$ cat src/rtl/u8d_pkg.sv
`default_nettype none

package u8d_pkg;

    localparam int OFFSET_WIDTH = 32;
    localparam int CP_W         = 21;
    localparam int OUT_OFF_W    = 32;
    localparam int TDATA_W      = 56;
    localparam int TUSER_W      = 2;

    localparam logic [CP_W-1:0] REPL_CP = 21'h00FFFD;

    typedef struct packed {
        logic [7:0]              lead;
        logic [1:0]              exp;
        logic [1:0]              seen;
        logic [CP_W-1:0]         part;
        logic [OFFSET_WIDTH-1:0] start;
        logic [OFFSET_WIDTH-1:0] pos;
    } t_state;

    // results of one byte: a run of replacements, then an optional tail result
    typedef struct packed {
        logic [1:0]              run;
        logic [OFFSET_WIDTH-1:0] run_off;
        logic                    tail_v;
        logic [CP_W-1:0]         tail_cp;
        logic [OFFSET_WIDTH-1:0] tail_off;
        logic                    tail_rep;
        logic                    fin;
    } t_job;

endpackage

`default_nettype wire

$ cat src/rtl/u8d_dec.sv
`default_nettype none

module u8d_dec (
    input  var u8d_pkg::t_state i_st,
    input  wire logic [7:0]     i_byte,
    input  wire logic           i_end,
    output u8d_pkg::t_state     o_st,
    output u8d_pkg::t_job       o_job
);

    always_comb begin
        logic                     pend;
        logic                     ok;
        logic [7:0]               lo;
        logic [7:0]               hi;
        logic [2:0]               seen_inc;
        logic [26:0]              shifted;
        logic                     lascii;
        logic [1:0]               lexp;
        logic [u8d_pkg::CP_W-1:0] lpart;
        u8d_pkg::t_state          s;
        u8d_pkg::t_job            j;

        pend     = (i_st.exp != 2'd0);
        seen_inc = {1'b0, i_st.seen} + 3'd1;
        shifted  = {i_st.part, i_byte[5:0]};

        lo = 8'h80;
        hi = 8'hBF;
        if (i_st.seen == 2'd0) begin
            if (i_st.lead == 8'hE0) begin
                lo = 8'hA0;
            end else if (i_st.lead == 8'hED) begin
                hi = 8'h9F;
            end else if (i_st.lead == 8'hF0) begin
                lo = 8'h90;
            end else if (i_st.lead == 8'hF4) begin
                hi = 8'h8F;
            end
        end
        ok = (i_byte >= lo) && (i_byte <= hi);

        lascii = (i_byte < 8'h80);
        lexp   = 2'd0;
        lpart  = '0;
        if (i_byte >= 8'hC2 && i_byte <= 8'hDF) begin
            lexp  = 2'd1;
            lpart = u8d_pkg::CP_W'(i_byte[4:0]);
        end else if (i_byte[7:4] == 4'hE) begin
            lexp  = 2'd2;
            lpart = u8d_pkg::CP_W'(i_byte[3:0]);
        end else if (i_byte >= 8'hF0 && i_byte <= 8'hF4) begin
            lexp  = 2'd3;
            lpart = u8d_pkg::CP_W'(i_byte[2:0]);
        end

        s          = i_st;
        j          = '0;
        j.fin      = i_end;
        j.run_off  = i_st.start;
        j.tail_cp  = u8d_pkg::REPL_CP;
        j.tail_off = i_st.pos;

        if (pend && ok) begin
            s.part = shifted[u8d_pkg::CP_W-1:0];
            s.seen = seen_inc[1:0];
            if (seen_inc[1:0] == i_st.exp) begin
                j.tail_v   = 1'b1;
                j.tail_cp  = shifted[u8d_pkg::CP_W-1:0];
                j.tail_off = i_st.start;
                j.tail_rep = 1'b0;
                s.lead     = '0;
                s.exp      = '0;
                s.seen     = '0;
                s.part     = '0;
            end
        end else begin
            if (pend) begin
                j.run  = seen_inc[1:0];
                s.lead = '0;
                s.exp  = '0;
                s.seen = '0;
                s.part = '0;
            end
            priority if (lascii) begin
                j.tail_v   = 1'b1;
                j.tail_cp  = u8d_pkg::CP_W'(i_byte);
                j.tail_rep = 1'b0;
            end else if (lexp != 2'd0) begin
                s.exp   = lexp;
                s.part  = lpart;
                s.lead  = i_byte;
                s.seen  = 2'd0;
                s.start = i_st.pos;
            end else begin
                j.tail_v   = 1'b1;
                j.tail_rep = 1'b1;
            end
        end

        // truncated sequence at text end
        if (i_end && s.exp != 2'd0) begin
            if (pend && ok) begin
                j.run     = s.seen + 2'd1;
                j.run_off = s.start;
            end else begin
                j.tail_v   = 1'b1;
                j.tail_off = s.start;
                j.tail_rep = 1'b1;
            end
            s.lead = '0;
            s.exp  = '0;
            s.seen = '0;
            s.part = '0;
        end

        s.pos = i_end ? '0 : i_st.pos + u8d_pkg::OFFSET_WIDTH'(1);

        o_st  = s;
        o_job = j;
    end

endmodule

`default_nettype wire

$ cat src/rtl/utf8_decoder_with_replacement_core.sv
`default_nettype none

// Channel   Dir  Beat content
// s_axis    in   tdata[7:0] data_byte, tlast text_end
// m_axis    out  tdata[20:0] code_point, tdata[52:21] byte_offset, tdata[55:53] zero,
//                tlast run_last, tuser[0] replaced, tuser[1] final_result
//
// One byte per cycle unless stalled: input register, one decode pass, result register.
// A byte with k results holds the input side until its last result is taken (k up to 4,
// extra results only on invalid or truncated sequences).
// Output stalls back up into the input register only when the result register is busy.
// Synchronous active-low reset clears decoder state and the byte offset.

module utf8_decoder_with_replacement_core (
    input  wire logic                           i_clk,
    input  wire logic                           i_rst_n,
    input  wire logic                           i_s_axis_tvalid,
    output logic                                o_s_axis_tready,
    input  wire logic [7:0]                     i_s_axis_tdata,  // [7:0] data_byte
    input  wire logic                           i_s_axis_tlast,
    output logic                                o_m_axis_tvalid,
    input  wire logic                           i_m_axis_tready,
    output logic [u8d_pkg::TDATA_W-1:0]         o_m_axis_tdata,  // code_point, byte_offset
    output logic                                o_m_axis_tlast,
    output logic [u8d_pkg::TUSER_W-1:0]         o_m_axis_tuser   // replaced, final_result
);

    logic                               r_in_v;
    logic [7:0]                         r_in_byte;
    logic                               r_in_last;
    u8d_pkg::t_state                    r_st;
    u8d_pkg::t_state                    n_st;
    u8d_pkg::t_job                      w_job;

    logic                               r_ov;
    logic                               n_ov;
    logic [1:0]                         r_run_left;
    logic [1:0]                         n_run_left;
    logic                               r_tail_v;
    logic                               n_tail_v;
    logic [u8d_pkg::CP_W-1:0]           r_cp;
    logic [u8d_pkg::CP_W-1:0]           n_cp;
    logic [u8d_pkg::OFFSET_WIDTH-1:0]   r_off;
    logic [u8d_pkg::OFFSET_WIDTH-1:0]   n_off;
    logic                               r_rep;
    logic                               n_rep;
    logic [u8d_pkg::CP_W-1:0]           r_tail_cp;
    logic [u8d_pkg::CP_W-1:0]           n_tail_cp;
    logic [u8d_pkg::OFFSET_WIDTH-1:0]   r_tail_off;
    logic [u8d_pkg::OFFSET_WIDTH-1:0]   n_tail_off;
    logic                               r_tail_rep;
    logic                               n_tail_rep;
    logic                               r_end;
    logic                               n_end;

    logic                               w_take;
    logic                               w_cur_last;
    logic                               w_free;
    logic                               w_has;
    logic                               w_consume;

    u8d_dec u_dec (
        .i_st   (r_st),
        .i_byte (r_in_byte),
        .i_end  (r_in_last),
        .o_st   (n_st),
        .o_job  (w_job)
    );

    assign w_take     = r_ov && i_m_axis_tready;
    assign w_cur_last = (r_run_left == 2'd0) && !r_tail_v;
    assign w_free     = !r_ov || (w_take && w_cur_last);
    assign w_has      = (w_job.run != 2'd0) || w_job.tail_v;
    assign w_consume  = r_in_v && (w_free || !w_has);

    assign o_s_axis_tready = !r_in_v || w_consume;

    always_comb begin
        n_ov       = r_ov;
        n_run_left = r_run_left;
        n_tail_v   = r_tail_v;
        n_cp       = r_cp;
        n_off      = r_off;
        n_rep      = r_rep;
        n_tail_cp  = r_tail_cp;
        n_tail_off = r_tail_off;
        n_tail_rep = r_tail_rep;
        n_end      = r_end;

        if (w_take) begin
            if (w_cur_last) begin
                n_ov = 1'b0;
            end else if (r_run_left != 2'd0) begin
                n_off      = r_off + u8d_pkg::OFFSET_WIDTH'(1);
                n_run_left = r_run_left - 2'd1;
            end else begin
                n_cp     = r_tail_cp;
                n_off    = r_tail_off;
                n_rep    = r_tail_rep;
                n_tail_v = 1'b0;
            end
        end

        if (w_consume && w_has) begin
            n_ov       = 1'b1;
            n_end      = w_job.fin;
            n_tail_cp  = w_job.tail_cp;
            n_tail_off = w_job.tail_off;
            n_tail_rep = w_job.tail_rep;
            if (w_job.run != 2'd0) begin
                n_cp       = u8d_pkg::REPL_CP;
                n_off      = w_job.run_off;
                n_rep      = 1'b1;
                n_run_left = w_job.run - 2'd1;
                n_tail_v   = w_job.tail_v;
            end else begin
                n_cp       = w_job.tail_cp;
                n_off      = w_job.tail_off;
                n_rep      = w_job.tail_rep;
                n_run_left = 2'd0;
                n_tail_v   = 1'b0;
            end
        end
    end

    always_ff @(posedge i_clk) begin
        if (!i_rst_n) begin
            r_in_v     <= 1'b0;
            r_st       <= '0;
            r_ov       <= 1'b0;
            r_run_left <= 2'd0;
            r_tail_v   <= 1'b0;
        end else begin
            if (o_s_axis_tready) begin
                r_in_v <= i_s_axis_tvalid;
            end
            if (w_consume) begin
                r_st <= n_st;
            end
            r_ov       <= n_ov;
            r_run_left <= n_run_left;
            r_tail_v   <= n_tail_v;
        end
    end

    always_ff @(posedge i_clk) begin
        if (o_s_axis_tready && i_s_axis_tvalid) begin
            r_in_byte <= i_s_axis_tdata;
            r_in_last <= i_s_axis_tlast;
        end
        r_cp       <= n_cp;
        r_off      <= n_off;
        r_rep      <= n_rep;
        r_tail_cp  <= n_tail_cp;
        r_tail_off <= n_tail_off;
        r_tail_rep <= n_tail_rep;
        r_end      <= n_end;
    end

    assign o_m_axis_tvalid = r_ov;
    assign o_m_axis_tdata  = {3'b000, u8d_pkg::OUT_OFF_W'(r_off), r_cp};
    assign o_m_axis_tlast  = w_cur_last;
    assign o_m_axis_tuser  = {w_cur_last && r_end, r_rep};

    a_run_is_repl: assert property (@(posedge i_clk) disable iff (!i_rst_n)
        (r_ov && r_run_left != 2'd0) |-> (r_rep && r_cp == u8d_pkg::REPL_CP))
        else $error("replacement run carries a non-replacement result");

    a_seen_below_exp: assert property (@(posedge i_clk) disable iff (!i_rst_n)
        (r_st.exp != 2'd0) |-> (r_st.seen < r_st.exp))
        else $error("pending sequence already complete");

    a_idle_clean: assert property (@(posedge i_clk) disable iff (!i_rst_n)
        (r_st.exp == 2'd0) |-> (r_st.seen == 2'd0 && r_st.lead == 8'h00))
        else $error("stale pending state with no sequence open");

    a_end_resets_pos: assert property (@(posedge i_clk) disable iff (!i_rst_n)
        (w_consume && r_in_last) |=> (r_st.pos == '0 && r_st.exp == 2'd0))
        else $error("text end did not restart offset or flush sequence");

    a_end_has_result: assert property (@(posedge i_clk) disable iff (!i_rst_n)
        (r_in_v && r_in_last) |-> w_has)
        else $error("text end byte gave no result");

endmodule

`default_nettype wire
$ cat config.mk
export PLATFORM = sky130hd
export DESIGN_NAME = utf8_decoder_with_replacement_core
export DESIGN_NICKNAME = d
export VERILOG_FILES = /design/src/rtl/u8d_pkg.sv /design/src/rtl/u8d_dec.sv /design/src/rtl/utf8_decoder_with_replacement_core.sv
export SDC_FILE = /design/constraint.sdc
export NUM_CORES = 1
export LEC_CHECK = 0
export BUFFER_PORTS_ARGS = -buffer_cell sky130_fd_sc_hd__buf_2
export CAP_MARGIN = 20
export CELL_PAD_IN_SITES_DETAIL_PLACEMENT = 0
export CELL_PAD_IN_SITES_GLOBAL_PLACEMENT = 1
export CORE_ASPECT_RATIO = 1.25
export CORE_MARGIN = 4
export CORE_UTILIZATION = 35
export DETAILED_ROUTE_END_ITERATION = 12
export GPL_TIMING_DRIVEN = 0
export PLACE_DENSITY = 0.63
export SKIP_LAST_GASP = 1
export SLEW_MARGIN = 20
export SYNTH_ARGS = -nofsm -noshare
export SYNTH_HDL_FRONTEND = slang
export SYNTH_SLANG_ARGS = --single-unit
$ cat constraint.sdc
create_clock -name i_clk -period 5.75 [get_ports i_clk]
set_input_delay 1.15 -clock i_clk [delete_from_list [all_inputs] [get_ports i_clk]]
set_output_delay 1.15 -clock i_clk [all_outputs]
set_load 0.005 [all_outputs]
==> results.tsv <==
metric	value	unit
numCtsBuffers	24	
status	completed	
antenna_cells	0	
grt_pass1_wl	47400	um
end_kind	output port	
die_h	205	um
max_freq	0.183	GHz
utilization	41.6	%
core_area	0.0303	mm^2
slew_headroom	21.8	%
finalHoldViolCount	0	
final_layout_size_suffix_gt1_share	17.1	%
drv_slew	0	
fin_crit	5.46	ns
synth_edf_count	118	
grt_overflow_total	0	
clock_latency	0.52	ns
initial_core_util	35.7	%
required	4.60	ns
powerDensity	293	mW/mm^2
start_kind	flop	
fin_cells	1585	
cts_sinks	214	
worst_slew_pin_slew	1.16	ns
postSynthCellCount	1063	
grt_pass1_vias	8445	
dp.cells	1540	
grt_max_degree	45	
drc	0	
clkTransAtPathRegs	0.07	ns
cts_hold_buffers	0	
cts-root-buf	clkbuf_16	
detail_route.first_pass.iterations	5	
power_leakage	4.39	nW
drtAntennaViolNets	0	
dieArea	0.0338	mm^2
place_ws	0.352	ns
via_count	8440	
layout_common_cells	a21oi_1, edfxtp_1, dfxtp_1, buf_2, nand2_1	
synth_area_leaders	edfxtp_1, dfxtp_1, mux2i_1	
dp_hpwl	21600	um
cts_max_level	1	
vias_per_cell	5.32	
path_max_fanout	9	
area_growth	16.4	%
ys_seq_elements	214	
track_usage	17.5	%
async_flop_share	0	%
finalWorstSetupSlack	0.294	ns
yosys_warnings	0	
clock_skew	0.0182	ns
num_io_pins	74	
hp-class	flop to flop	
finalNetCount	1187	
yosysTopAreaCell	edfxtp_1	
die_w	165	um
cts_tree	built	
synth-seq-area-share	50.5	%
layout_commonest_cell	a21oi_1	
wl	29900	um
synth_ff_type	edfxtp_1	
drt-wirelength-per-cell	18.9	um
avgSynthCellArea	10.2	um^2
clock_path_buffers	3	
core.rowCount	71	
antenna_found_initial	0	
initialDrtViolationCount	493	
irDropWorstVdd	0.282	mV
yosys.area.top_type_share	32.8	%
path_class	flop to output port	
portBuffers	70	
finalCritPeriodShare	94.9	%
drv_cap	0	
whs	0.471	ns
grt_setup_unrepaired	false	
syn_area	0.0108	mm^2
yosys.cell_types.count	72	
setup_viol	0	
gp_congestion	0.830	
arrival	4.31	ns
where the power goes:
group / total (mW) / leakage, nW / switching (mW) / internal [mW]
registers: 1.75 / 1.86 / 0.0469 / 1.70
clock network: 1.53 / 0.386 / 0.609 / 0.925
logic: 0.406 / 2.14 / 0.261 / 0.145
stage by stage:
step	cell area (um^2)	total power [mW]	TNS, ns
6_report	12600	3.69	0
5_1_grt	12600	3.85	0
2_1_floorplan	10800	2.03	0
4_1_cts	12600	3.75	0
3_5_place_dp	11800	2.20	0
3_3_place_gp	11700	2.19	-152.41
critical path, cell delays in order, from the launching register on:
cell and delay, ns:
dfxtp_1 0.30, clkbuf_1 0.20, inv_1 0.14, ha_1 0.18, nor2b_1 0.13, nand4_1 0.21, nor4_2 0.24, ha_1 0.28
and3b_1 0.22, a2111o_1 0.49, and3_1 0.19, clkbuf_1 0.18, a21oi_4 0.24, a211oi_1 0.12, or3_1 0.49, buf_2 0.17
what timing repair did:
item | 4_1_cts | 5_1_grt
endpoints found under the setup margin | 1 | 14
resized for setup | 1 | 3
pin swaps | 0 | 2
setup buffers | 0 | 1
cells in the mapped netlist, types with 21 or more instances:
cell type  instances
mux2_2            38
mux2i_1           62
edfxtp_1         118
buf_2             24
a21oi_1          123
nand3_1           66
nand2_1           72
clkbuf_1          42
o21ai_0           59
nand4_1           21
nor2_1            67
dfxtp_1           96
layer usage:
layer	global-route usage [%]	part of all wire [%]	vias to the layer above
met5	0	0	-
met4	4.10	1.9	0
met3	1.81	3.1	41
met2	31.7	52	149
met1	22.2	43	4075
li1	-	-	4175
worst paths after layout:
kind | startpoint | to | slack [ns] | depth (start not counted)
worst min register to register | r_st[78] | r_st[78] | 0.47 | 2
worst min-delay path | r_st[78] | r_st[78] | 0.47 | 2
worst max-delay path | r_st[85] | o_s_axis_tready | 0.29 | 15
worst max register to register | r_st[85] | r_tail_cp[8] | 0.64 | 17
layout make-up:
cell class | count | area (um^2)
Tap cell | 401 | 502
Buffer | 77 | 342
Sequential cell | 214 | 5470
Clock inverter | 9 | 91.3
Fill cell | 3030 | 17700
Multi-Input combinational cell | 754 | 4990
Clock buffer | 35 | 694
Timing Repair Buffer | 75 | 429
Inverter | 20 | 75.1
cell families (layout without fill, tap and decap cells):
| kind of cell | after synthesis | in the layout | synth area share, % |
|---|---|---|---|
| adder cells (fa/ha/maj) | 9 | 9 | 1.02 |
| buffers and inverters | 97 | 216 | 3.82 |
| other | 1 | 3 | 0.0347 |
| AO/OA/AOI/OAI | 278 | 278 | 16.3 |
| multiplexers | 102 | 102 | 9.91 |
| flip-flops | 214 | 214 | 50.5 |
| AND/OR/NAND/NOR | 323 | 323 | 15.2 |
| XOR/XNOR | 39 | 39 | 3.16 |
sequential cells by signal, indices dropped and copies added (netlist names):
| register | count |
|---|---|
| o_m_axis_tvalid | 1 |
| r_tail_off | 32 |
| r_st | 91 |
| r_in_last | 1 |
| r_tail_v | 1 |
| r_tail_rep | 1 |
| r_tail_cp | 21 |
| r_in_v | 1 |
| r_rep | 1 |
| r_in_byte | 8 |
| r_run_left | 2 |
| r_off | 32 |
| r_end | 1 |
| r_cp | 21 |
Note: power is estimated with default switching activity, not from simulation.
